### src/rtl/sfla_pkg.sv
// Package for the slot free-list allocator: widths, operation and status codes,
// the controller state type and the command and status structs.
// It depends on nothing else and is compiled first.
package sfla_pkg;

    localparam int SLOT_COUNT_DEF = 32;
    localparam int KIND_W         = 2;
    localparam int KEY_W          = 16;
    localparam int STATUS_W       = 2;
    localparam int ID_W           = 11;

    typedef enum logic [KIND_W-1:0] {
        OP_ALLOC    = 2'd0,
        OP_QUERY    = 2'd1,
        OP_FREE     = 2'd2,
        OP_FREE_ALL = 2'd3
    } t_op_kind;

    typedef enum logic [STATUS_W-1:0] {
        ST_OK       = 2'd0,
        ST_EMPTY    = 2'd1,
        ST_RANGE    = 2'd2,
        ST_INACTIVE = 2'd3
    } t_status;

    typedef enum logic [2:0] {
        S_CLEAR,
        S_IDLE,
        S_EXEC,
        S_FREE_ALL,
        S_HOLD
    } t_state;

    typedef struct packed {
        logic accept;
        logic exec;
        logic fa_step;
        logic clr_step;
        logic load_out;
        logic hold_sel;
    } t_cmd;

    typedef struct packed {
        logic out_free;
        logic walk_last;
    } t_stat;

endpackage

### src/rtl/sfla_ctrl.sv
// Controller of the slot free-list allocator: a state machine that sequences
// the clearing pass, single operations, the free-all walk and result hand-off.
// Depends on sfla_pkg.
module sfla_ctrl
    import sfla_pkg::*;
(
    input  logic              i_clk,
    input  logic              i_rst_n,
    input  logic              i_in_valid,
    input  logic [KIND_W-1:0] i_kind,
    input  t_stat             i_stat,
    output logic              o_in_stall,
    output t_cmd              o_cmd
);

    t_state r_state;
    t_state n_state;

    always_ff @(posedge i_clk) begin
        if (!i_rst_n) begin
            r_state <= S_CLEAR;
        end else begin
            r_state <= n_state;
        end
    end

    always_comb begin
        n_state = r_state;
        unique case (r_state)
            S_CLEAR: begin
                if (i_stat.walk_last) n_state = S_IDLE;
            end
            S_IDLE: begin
                if (i_in_valid) begin
                    n_state = (t_op_kind'(i_kind) == OP_FREE_ALL) ? S_FREE_ALL : S_EXEC;
                end
            end
            S_EXEC: begin
                n_state = i_stat.out_free ? S_IDLE : S_HOLD;
            end
            S_FREE_ALL: begin
                if (i_stat.walk_last) n_state = i_stat.out_free ? S_IDLE : S_HOLD;
            end
            S_HOLD: begin
                if (i_stat.out_free) n_state = S_IDLE;
            end
            default: n_state = S_CLEAR;
        endcase
    end

    always_comb begin
        o_in_stall       = (r_state != S_IDLE);
        o_cmd.accept     = (r_state == S_IDLE) && i_in_valid;
        o_cmd.exec       = (r_state == S_EXEC);
        o_cmd.fa_step    = (r_state == S_FREE_ALL);
        o_cmd.clr_step   = (r_state == S_CLEAR);
        o_cmd.hold_sel   = (r_state == S_HOLD);
        o_cmd.load_out   = i_stat.out_free &&
                           ((r_state == S_EXEC) || (r_state == S_HOLD) ||
                            ((r_state == S_FREE_ALL) && i_stat.walk_last));
    end

endmodule

### src/rtl/sfla_datapath.sv
// Datapath of the slot free-list allocator: the link and active-bit memory,
// head and walk registers, result logic and the output register.
// Depends on sfla_pkg; driven by sfla_ctrl commands.
module sfla_datapath
    import sfla_pkg::*;
#(
    parameter int SLOT_COUNT = SLOT_COUNT_DEF
) (
    input  logic                i_clk,
    input  logic                i_rst_n,
    input  logic [KIND_W-1:0]   i_kind,
    input  logic [KEY_W-1:0]    i_key_id,
    input  logic                i_out_stall,
    input  t_cmd                i_cmd,
    output t_stat               o_stat,
    output logic                o_out_valid,
    output logic [STATUS_W-1:0] o_status,
    output logic [ID_W-1:0]     o_new_id
);

    localparam int IDX_W  = (SLOT_COUNT > 1) ? $clog2(SLOT_COUNT) : 1;
    localparam int WORD_W = IDX_W + 2;
    localparam int ACT_B  = IDX_W + 1;
    localparam int VLD_B  = IDX_W;

    // Each word holds the active bit, the link valid bit and the link itself.
    logic [WORD_W-1:0] r_mem [SLOT_COUNT];
    logic [WORD_W-1:0] r_rd_word;

    logic [IDX_W-1:0]    r_head;
    logic                r_head_vld;
    logic [IDX_W-1:0]    r_walk;
    logic [IDX_W-1:0]    r_idx;
    t_op_kind            r_kind;
    logic                r_bad;
    logic                r_out_valid;
    logic [STATUS_W-1:0] r_out_status;
    logic [ID_W-1:0]     r_out_new_id;
    t_status             r_pend_status;
    logic [ID_W-1:0]     r_pend_new_id;

    logic [IDX_W-1:0]  n_head;
    logic              n_head_vld;
    logic [IDX_W-1:0]  n_walk;
    logic              n_out_valid;

    logic              walk_last;
    logic [KEY_W-1:0]  key_m1;
    logic              key_bad;
    t_op_kind          in_kind;
    logic [IDX_W-1:0]  in_idx;
    logic              rd_en;
    logic [IDX_W-1:0]  rd_addr;
    logic              wr_en;
    logic [IDX_W-1:0]  wr_addr;
    logic [WORD_W-1:0] wr_data;
    logic              rd_active;
    t_status           res_status;
    logic [ID_W-1:0]   res_new_id;

    assign walk_last = (r_walk == IDX_W'(SLOT_COUNT - 1));
    assign in_kind   = t_op_kind'(i_kind);
    assign key_m1    = i_key_id - KEY_W'(1);
    assign key_bad   = (i_key_id == '0) || (i_key_id > KEY_W'(SLOT_COUNT));
    assign in_idx    = (in_kind == OP_ALLOC) ? r_head : key_m1[IDX_W-1:0];
    assign rd_active = r_rd_word[ACT_B];

    assign o_stat.out_free  = !r_out_valid || !i_out_stall;
    assign o_stat.walk_last = walk_last;

    // Read port: the item's slot at acceptance, the next slot during the walk.
    always_comb begin
        rd_en   = i_cmd.accept || i_cmd.fa_step;
        rd_addr = i_cmd.fa_step ? IDX_W'(r_walk + IDX_W'(1)) :
                  (in_kind == OP_FREE_ALL) ? '0 : in_idx;
    end

    always_ff @(posedge i_clk) begin
        if (rd_en) r_rd_word <= r_mem[rd_addr];
    end

    always_ff @(posedge i_clk) begin
        if (wr_en) r_mem[wr_addr] <= wr_data;
    end

    always_comb begin
        wr_en      = 1'b0;
        wr_addr    = r_idx;
        wr_data    = {1'b0, r_head_vld, r_head};
        n_head     = r_head;
        n_head_vld = r_head_vld;
        res_status = ST_OK;
        res_new_id = '0;
        if (i_cmd.clr_step) begin
            wr_en   = 1'b1;
            wr_addr = r_walk;
            wr_data = {1'b0, !walk_last, IDX_W'(r_walk + IDX_W'(1))};
        end else if (i_cmd.fa_step) begin
            wr_addr = r_walk;
            if (rd_active) begin
                wr_en      = 1'b1;
                n_head     = r_walk;
                n_head_vld = 1'b1;
            end
        end else if (i_cmd.exec) begin
            unique case (r_kind)
                OP_ALLOC: begin
                    if (r_bad) begin
                        res_status = ST_EMPTY;
                    end else begin
                        res_new_id = ID_W'(r_idx) + ID_W'(1);
                        wr_en      = 1'b1;
                        wr_data    = {1'b1, 1'b0, {IDX_W{1'b0}}};
                        n_head     = r_rd_word[IDX_W-1:0];
                        n_head_vld = r_rd_word[VLD_B];
                    end
                end
                OP_QUERY, OP_FREE: begin
                    if (r_bad) begin
                        res_status = ST_RANGE;
                    end else if (!rd_active) begin
                        res_status = ST_INACTIVE;
                    end else if (r_kind == OP_FREE) begin
                        wr_en      = 1'b1;
                        n_head     = r_idx;
                        n_head_vld = 1'b1;
                    end
                end
                OP_FREE_ALL: res_status = ST_OK;
                default:     res_status = ST_OK;
            endcase
        end
    end

    always_comb begin
        n_walk = r_walk;
        if (i_cmd.clr_step || i_cmd.fa_step) begin
            n_walk = walk_last ? '0 : IDX_W'(r_walk + IDX_W'(1));
        end else if (i_cmd.accept) begin
            n_walk = '0;
        end
    end

    always_comb begin
        n_out_valid = r_out_valid && i_out_stall;
        if (i_cmd.load_out) n_out_valid = 1'b1;
    end

    always_ff @(posedge i_clk) begin
        if (!i_rst_n) begin
            r_head      <= '0;
            r_head_vld  <= 1'b1;
            r_walk      <= '0;
            r_out_valid <= 1'b0;
        end else begin
            r_head      <= n_head;
            r_head_vld  <= n_head_vld;
            r_walk      <= n_walk;
            r_out_valid <= n_out_valid;
        end
    end

    always_ff @(posedge i_clk) begin
        if (i_cmd.accept) begin
            r_kind <= in_kind;
            r_idx  <= in_idx;
            r_bad  <= (in_kind == OP_ALLOC) ? !r_head_vld : key_bad;
        end
        if (i_cmd.exec || i_cmd.fa_step) begin
            r_pend_status <= res_status;
            r_pend_new_id <= res_new_id;
        end
        if (i_cmd.load_out) begin
            r_out_status <= i_cmd.hold_sel ? r_pend_status : res_status;
            r_out_new_id <= i_cmd.hold_sel ? r_pend_new_id : res_new_id;
        end
    end

    assign o_out_valid = r_out_valid;
    assign o_status    = r_out_status;
    assign o_new_id    = r_out_new_id;

endmodule

### src/rtl/slot_free_list_allocator_unit.sv
// Top level of the slot free-list allocator: joins the controller and the datapath.
// Depends on sfla_pkg, sfla_ctrl and sfla_datapath.
//
// Usage: each request on the input channel carries an operation (alloc, query,
// free or free all) and a 1-based key id; each request yields exactly one
// result with a status code and, for a successful alloc, the new 1-based id.
// Both channels use valid and stall; a request is taken on a clock edge where
// its valid is high and its stall is low.
// Alloc, query and free each first read the slot's link and active bit from
// the slot memory, then update it and produce the result.
// Free all walks the whole pool one slot per cycle on the memory's read
// and write ports.
// The result lands in an output register, so a new request is accepted while
// the previous result is still waiting. If the receiver stalls and the output
// register is still full when the next result is ready, the result is parked
// and the input stays stalled until the output register frees up.
// After reset the slot memory is initialized by a clearing pass over every slot
// (link i points to i+1, every slot inactive) during which the input
// channel is stalled; the free list head starts at slot 0.
module slot_free_list_allocator_unit
    import sfla_pkg::*;
#(
    parameter int SLOT_COUNT = SLOT_COUNT_DEF
) (
    input  logic                i_clk,
    input  logic                i_rst_n,
    input  logic                i_in_valid,
    output logic                o_in_stall,
    input  logic [KIND_W-1:0]   i_kind,
    input  logic [KEY_W-1:0]    i_key_id,
    output logic                o_out_valid,
    input  logic                i_out_stall,
    output logic [STATUS_W-1:0] o_status,
    output logic [ID_W-1:0]     o_new_id
);

    // Commands flow from the controller, status flows back from the datapath.
    t_cmd  cmd;
    t_stat stat;

    sfla_ctrl u_ctrl (
        .i_clk      (i_clk),
        .i_rst_n    (i_rst_n),
        .i_in_valid (i_in_valid),
        .i_kind     (i_kind),
        .i_stat     (stat),
        .o_in_stall (o_in_stall),
        .o_cmd      (cmd)
    );

    sfla_datapath #(
        .SLOT_COUNT (SLOT_COUNT)
    ) u_datapath (
        .i_clk       (i_clk),
        .i_rst_n     (i_rst_n),
        .i_kind      (i_kind),
        .i_key_id    (i_key_id),
        .i_out_stall (i_out_stall),
        .i_cmd       (cmd),
        .o_stat      (stat),
        .o_out_valid (o_out_valid),
        .o_status    (o_status),
        .o_new_id    (o_new_id)
    );

endmodule

### config.mk
export PLATFORM = sky130hd
export DESIGN_NAME = slot_free_list_allocator_unit
export DESIGN_NICKNAME = d
export VERILOG_FILES = /design/src/rtl/sfla_pkg.sv /design/src/rtl/sfla_ctrl.sv /design/src/rtl/sfla_datapath.sv /design/src/rtl/slot_free_list_allocator_unit.sv
export SDC_FILE = /design/constraint.sdc
export NUM_CORES = 1
export LEC_CHECK = 0
export BUFFER_PORTS_ARGS = -buffer_cell sky130_fd_sc_hd__buf_2
export CORE_MARGIN = 5
export CORE_UTILIZATION = 38
export DETAILED_ROUTE_END_ITERATION = 12
export PLACE_DENSITY = 0.52
export SLEW_MARGIN = 20
export SYNTH_ARGS = -nofsm -noshare
export SYNTH_HDL_FRONTEND = slang
export SYNTH_SLANG_ARGS = --single-unit
### constraint.sdc
create_clock -name i_clk -period 3.3 [get_ports i_clk]
set_input_delay 0.99 -clock i_clk [delete_from_list [all_inputs] [get_ports i_clk]]
set_output_delay 0.99 -clock i_clk [all_outputs]
set_load 0.02 [all_outputs]
==> metrics.cfg, run 1 <==
[status]
status = finished, final reports clean

[power]
leakagePower_nw = 5.07
p_per_area_nw_per_um2 = 717
switching_share_pct = 30.0
power.total_mw = 10.2
pwr-share-comb_pct = 23.8
seqPwrFrac_pct = 43.9
p_int_mw = 7.17
p_sw_mw = 3.08
vdd_ir_drop_max_mv = 0.504
p_clk_share_pct = 32.3

[final_layout]
fillers = 2857
multi_input_area_um2 = 3650
area_growth_pct = 19.6
seq_area_um2 = 7960
nets = 1058
layout-drive-gt1-share_pct = 23.2
diodes = 0
stdcell_count = 1454

[timing]
slew_headroom_pct = 48.3
slew_violations = 0
skew_ns = 0.0234
fin_crit_sh_pct = 90.4
hold_viol = 0
setup_viol = 0
rsz0062_at_grt = false
fin_tns_setup_ns = 0
fmaxAchievable_mhz = 335
min_period_ns = 2.98
tightest_slew_ns = 0.776

[cts]
cts_buffer_depth = 3
cts_made_buffers = 30
path_clk_slew_ns = 0.06
cts_setup_buffers = 0
cts-root-buf = clkbuf_16
insertion_delay_ns = 0.56
clock_sinks = 270
htreeDepth = 1
cts_tree = yes

[global_route]
grt_max_degree = 39
antenna_found_initial = 1
grt_pass1_wl_um = 48000
grt_overflow = 0
first_global_vias = 7907
grt.total_usage_pct = 17.5

[routing]
top_layer_used = met5
drt-met1-wl_um = 13700
post-route-drc-count = 0
met3_length_um = 1790
ant_nets = 0
drt_iter0_drc = 625
num_vias = 7930
wl_met2_um = 15100
wire_per_inst_um = 21.6
drt-total-wl_um = 31400
first_pass_iters = 5
via_per_inst = 5.45

[worst_setup_path]
r2r_start = u_datapath.r_walk[1]
end_kind = flop
critPathMaxStageDelay_ns = 0.50
worstSetupStartpointType = flop
cp_common_cell = nand2_1
path_cells = ha_1 -> xnor2_1 -> nand2_1 -> and2_2 -> buf_4 -> nand2_1 -> o22ai_1 -> o21ai_0 -> nor4b_2
crit_path_top_delay_cell = dfxtp_1
timing.rr.end = u_datapath.r_rd_word[6]
r2r_setup_slack_ns = 0.32
rr_worst_depth = 9
crit_path_start = u_datapath.r_walk[1]
crit_fanout = 10
crit_end = u_datapath.r_rd_word[6]
cp_data_required_time_ns = 3.66
cp.arrival_ns = 3.35
critPathKind = reg -> reg

[yosys]
syn_area_per_cell_um2 = 13.2
synth_area_leader_cell = edfxtp_1
synth_cell_type_count = 58
synth_top_area_share_pct = 64.1
synth_area_leaders = edfxtp_1 (64%), a211oi_1 (3.9%), and3_1 (2.9%)
ys_warn_count = 0
synth_area_um2 = 12000
synthArstFlopShare_pct = 0
syn_inst = 909
ys.flop_type = edfxtp_1
ys_seq_area_share_pct = 66.6
synth-seq-cells = 270
synth_edf_count = 255

[placed_design]
dp_cells = 1398
place.gp.congestion = 0.881
dpl.hpwl_um = 20900
io_buffers = 31

[floorplan]
fp.coreArea_um2 = 31300
core.rowCount = 65
fp.dieH_um = 187
die_w_um = 187
ioPinCount = 37
die_area_um2 = 35100
initial_core_util_pct = 38.2

[worst_hold_path]
hold_path_class = reg -> reg

[run]
drv_cap = 0

## Yosys cell counts (all sizes together) (2+ instances only)
master     n
a2111oi    3
a211oi    62
a21boi     5
a21o      10
a21oi     33
a22oi      2
a31oi      9
a32oi      7
and2       6
and3      56
buf       36
clkbuf    32
dfxtp     15
edfxtp   255
ha         8
inv       10
mux2      24
mux2i     13
nand2     76
nand2b     6
nand3     32
nand3b     5
nor2      57
nor2b     12
nor3      13
nor3b      7
nor4       3
nor4b      7
o2111ai   13
o211ai    25
o21ai     26
o221a      2
o22ai     15
or2        2
or3        2
or3b       2
xnor2      5
xor2       4
## cells by family (layout without fill, tap and decap cells)
logic type	count (synthesis)	count (layout)	share of synthesized area [%]
buffers and inverters	78	217	3.36
AOI/OAI and AO/OA	217	217	12.6
and+or+nand+nor	289	289	12.6
xor gates and xnor gates	9	9	0.659
muxes	37	37	3.35
DFF	270	270	66.6
adders and majority gates	8	8	0.837
other	1	5	0.0314
## power by group through the flow
stage	sequential [mW]	clock (mW)	combinational, mW
floorplan	4.55	0	1.32
global placement	4.57	0	2.43
detailed placement	4.57	0	2.45
CTS	4.50	3.39	2.46
global route	4.52	3.53	2.64
finish	4.50	3.32	2.44
## what timing repair did
action	in CTS	in global routing
resized for setup	0	1
hold buffers	0	0
endpoints found under the setup margin	0	1
## critical path: cells and delay by family, from the launching register on
kind                     cells  cell delay, ns
AO/OA/AOI/OAI                2            0.53
buffers and inverters        1            0.19
adder cells (fa/ha/maj)      1            0.31
AND/OR/NAND/NOR              4            1.05
flip-flops                   1            0.50
XOR/XNOR                     1            0.23
## final cells by class
class	instances	area share, %
clock buffers	38	5.67
multi-input cells	565	25.5
inverters	10	0.263
flip-flops and latches	270	55.7
clock inverters	18	1.27
repair buffers	151	8.09
well taps	402	3.52
## through the flow
stage | util [%] | instance area [um2] | hold WS (ns) | setup WS (ns)
2_1_floorplan | - | 12000 | 0.485 | 0.127
3_3_place_gp | 42.5 | 13300 | 0.503 | -0.341
3_5_place_dp | 42.5 | 13300 | 0.504 | -0.360
4_1_cts | 45.7 | 14300 | 0.520 | 0.206
5_1_grt | 45.7 | 14300 | 0.529 | 0.0465
6_report | 45.7 | 14300 | 0.519 | 0.317
## metal layers
| metal | track usage [%] | up-vias |
|---|---|---|
| li1 | - | 3770 |
| met1 | 24.5 | 3888 |
| met2 | 28.8 | 221 |
| met3 | 2.44 | 49 |
| met4 | 4.21 | 2 |
| met5 | 1.10 | - |
## layout by cell type, fill, tap and decap left out, types with 8 or more instances in the layout
cell type  instances
mux2i_1           13
o21ai_0           16
o211ai_1          23
a21oi_1           32
and3_1            56
nor3_1            13
nor2_1            57
nand2_1           75
mux2_2            21
a211oi_1          62
edfxtp_1         255
dfxtp_1           15
buf_4            112
o22ai_1           14
a31oi_1            9
clkinv_2           8
o2111ai_1         13
ha_1               8
buf_2             31
nor2b_1           12
nand3_1           32
buf_12             8
a21o_1            10
clkbuf_16         30
inv_1             10
## worst min-delay path by stage
stage                                      from                endpoint  slack [ns]  cells past startpoint
floorplan               u_datapath.r_rd_word[5]   u_datapath.r_head_vld        0.49                      2
global placement    u_datapath.r_pend_new_id[0]  u_datapath.o_new_id[0]        0.50                      1
detailed placement  u_datapath.r_pend_new_id[2]  u_datapath.o_new_id[2]        0.50                      1
CTS                 u_datapath.r_pend_new_id[3]  u_datapath.o_new_id[3]        0.52                      1
global route        u_datapath.r_pend_new_id[3]  u_datapath.o_new_id[3]        0.53                      1
finish              u_datapath.r_pend_new_id[3]  u_datapath.o_new_id[3]        0.52                      1
## flip-flops by register name, indices dropped and copies added, names as in the netlist
register	count
u_datapath.r_mem	224
u_datapath.r_rd_word	7
u_datapath.o_new_id	6
u_datapath.r_pend_new_id	6
u_datapath.r_head	5
u_datapath.r_idx	5
u_datapath.r_walk	5
u_ctrl.r_state	3
u_datapath.o_status	2
u_datapath.r_kind	2
u_datapath.r_pend_status	2
u_datapath.o_out_valid	1
u_datapath.r_bad	1
u_datapath.r_head_vld	1
Note: power is estimated with default switching activity, not from simulation.
==> run 2: changes to the inputs <==
ABC_AREA = 1   (was default)
==> run 2 against run 1 <==
Net effect: maximum frequency grew 14%; hold slack lost 0.056 ns; clock skew grew 0.0027 ns; area after synthesis grew 6.4%; final cell count grew 23%; sequential share of layout area shrank 1.5 points; global-route usage grew 0.69 points; count of clock-buffer cells in the layout shrank 2; flip-flop and latch count is the same; largest power group unchanged.
==> metrics.cfg, run 2 <==
[power]
leakagePower_nw = 5.99  ; was 5.07 nW
vdd_ir_drop_max_mv = 0.410  ; was 0.504 mV
p_per_area_nw_per_um2 = 603  ; was 717 nW/um2

[timing]
fin_crit_sh_pct = 79.5  ; was 90.4%
min_period_ns = 2.62  ; was 2.98 ns
fmaxAchievable_mhz = 381  ; was 335 MHz
tightest_slew_ns = 1.05  ; was 0.776 ns
slew_violations = 0  ; unchanged
slew_headroom_pct = 29.9  ; was 48.3%
rsz0062_at_grt = false  ; unchanged
fin_tns_setup_ns = 0  ; unchanged
hold_viol = 0  ; unchanged
setup_viol = 0  ; unchanged
skew_ns = 0.0261  ; was 0.0234 ns

[global_route]
grtUsageMet1_pct = 25.3  ; was 24.5%
grt.total_usage_pct = 18.2  ; was 17.5%
grt_use_met2_pct = 30.4  ; was 28.8%
grt_max_degree = 114  ; was 39
grt-busiest-layer = met2  ; unchanged
grt_overflow = 0  ; unchanged
first_global_vias = 8869  ; was 7907
global_route.usage.met3_pct = 1.89  ; was 2.44%
grt_pass1_wl_um = 52100  ; was 48000 um
antenna_found_initial = 0  ; was 1

[worst_setup_path]
cp.arrival_ns = 3.04  ; was 3.35 ns
worstSetupStartpointType = input port  ; was flop
cp_data_required_time_ns = 3.72  ; was 3.66 ns
end_kind = flop  ; unchanged
crit_fanout = 56  ; was 10
critPathKind = in -> reg  ; was reg -> reg

[final_layout]
layout_common_cells = nand3_1 (259), edfxtp_1 (255), nand2_1 (218)  ; was edfxtp_1 (255), buf_4 (112), nand2_1 (75)
fin_area_um2 = 14700  ; was 14300 um2
largestRegisters = u_datapath.r_mem (224), u_datapath.r_rd_word (7)  ; unchanged
fillers = 3172  ; was 2857
diodes = 0  ; unchanged
largest_register_ffs = 224  ; unchanged
top_register = u_datapath.r_mem  ; unchanged
final_common_cell = nand3_1  ; was edfxtp_1
area_growth_pct = 15.5  ; was 19.6%
nets = 1348  ; was 1058
layout-drive-gt1-share_pct = 12.5  ; was 23.2%

[yosys]
ys_seq_area_share_pct = 62.5  ; was 66.6%
syn_area_per_cell_um2 = 10.2  ; was 13.2 um2
ys.flop_type = edfxtp_1  ; unchanged
ys_warn_count = 0  ; unchanged
yosysMostFrequentCell = nand3_1  ; was edfxtp_1
synth_cell_type_count = 47  ; was 58
synth_top_area_share_pct = 60.2  ; was 64.1%
syn_inst = 1252  ; was 909
synth_edf_count = 255  ; unchanged
synth-seq-cells = 270  ; unchanged
synth_area_um2 = 12700  ; was 12000 um2
synth_commonest_cells = nand3_1 (259), edfxtp_1 (255), nand2_1 (218)  ; was edfxtp_1 (255), nand2_1 (76), a211oi_1 (62)
synth_area_leader_cell = edfxtp_1  ; unchanged
synth_area_leaders = edfxtp_1 (60%), nand3_1 (10%), nand2_1 (6.4%)  ; was edfxtp_1 (64%), a211oi_1 (3.9%), and3_1 (2.9%)
synthArstFlopShare_pct = 0  ; unchanged

[placed_design]
place.gp.congestion = 0.835  ; was 0.881
placed_area_um2 = 13800  ; was 13300 um2
dpl.hpwl_um = 20500  ; was 20900 um
io_buffers = 31  ; unchanged

[cts]
cts_setup_buffers = 0  ; unchanged
clock_sinks = 270  ; unchanged
cts_made_buffers = 30  ; unchanged
cts_resized = 0  ; unchanged
htreeDepth = 1  ; unchanged
cts_tree = yes  ; unchanged
ctsHoldBuffers = 0  ; unchanged
cts_buffer_depth = 3  ; unchanged
path_clk_slew_ns = 0.06  ; about the same
insertion_delay_ns = 0.57  ; was 0.56 ns
cts-root-buf = clkbuf_16  ; unchanged

[floorplan]
die_area_um2 = 37200  ; was 35100 um2
initial_core_util_pct = 38.2  ; about the same
fp.coreArea_um2 = 33300  ; was 31300 um2
core.rowCount = 67  ; was 65
die_w_um = 193  ; was 187 um
fp.dieH_um = 193  ; was 187 um
ioPinCount = 37  ; unchanged

[routing]
drt_iter0_drc = 732  ; was 625
post-route-drc-count = 0  ; unchanged
ant_nets = 0  ; unchanged
drt-total-wl_um = 33400  ; was 31400 um
wire_per_inst_um = 18.7  ; was 21.6 um
first_pass_iters = 6  ; was 5
via_per_inst = 5.01  ; was 5.45
num_vias = 8963  ; was 7930

[status]
status = finished, final reports clean  ; unchanged

[worst_hold_path]
hold_path_class = reg -> reg  ; unchanged

[run]
drv_cap = 0  ; unchanged

[run 2: metal layers]
layer	share of wire, %	vias to the layer above
li1	-	4334
met1	45	4328
met2	47	240
met3	4.5	61
met4	2.9	0
met5	0	-
[run 2: layout make-up]
| type | count | area (um2) | share of cell area, % |
|---|---|---|---|
| Clock buffer | 36 | 773 | 5.26 |
| Clock inverter | 18 | 145 | 0.988 |
| Multi-Input combinational cell | 717 | 3730 | 25.4 |
| Sequential cell | 270 | 7960 | 54.2 |
| Timing Repair Buffer | 94 | 753 | 5.13 |
| Tap cell | 448 | 561 | 3.82 |
| Inverter | 205 | 769 | 5.24 |
[run 2: cells by family after synthesis]
logic type / after synthesis / share of synthesized area, %
compound gates: 58 / 2.97
xor+xnor: 3 / 0.207
fa+ha+maj: 8 / 0.787
buf+inv: 269 / 8.99
flops: 270 / 62.5
other cells: 1 / 0.0295
simple gates: 643 / 24.5
[run 2: final timing paths]
kind                                           start                      end  slack, ns  cells after the start
worst min-delay path            u_datapath.r_walk[3]     u_datapath.r_walk[3]       0.46                      2
worst min register to register  u_datapath.r_walk[3]     u_datapath.r_walk[3]       0.46                      2
worst max-delay path                     i_key_id[0]  u_datapath.r_rd_word[2]       0.68                     13
worst max register to register     u_ctrl.r_state[0]   u_datapath.r_mem[6][6]       0.81                     11
[run 2: critical path, stage by stage]
cell     delay [ns]
buf_2          0.07
inv_1          0.05
ha_1           0.30
o21ai_1        0.33
nand2_1        0.15
o21ai_4        0.10
buf_12         0.28
nand3_1        0.20
nand3_1        0.11
nand3_1        0.15
nand2_1        0.13
nand2_1        0.07
nand2_1        0.08
[run 2: metrics by stage]
step,cells,hold WS (ns),setup slack [ns],total power [mW],util [%]
3_3_place_gp,1734,0.452,0.113,5.78,41.4
4_1_cts,1788,0.464,0.683,8.94,44.1
6_report,1788,0.463,0.677,8.85,44.1
5_1_grt,1788,0.503,0.532,9.24,44.1
2_1_floorplan,1256,0.439,0.0208,5.09,-
3_5_place_dp,1734,0.456,0.105,5.78,41.4
[run 2: report_power, final]
part | internal (mW) | total [mW] | switching [mW]
Combinational | 0.440 | 1.52 | 1.08
Clock | 1.81 | 3.16 | 1.34
Sequential | 4.12 | 4.18 | 0.0579
Total | 6.37 | 8.85 | 2.48
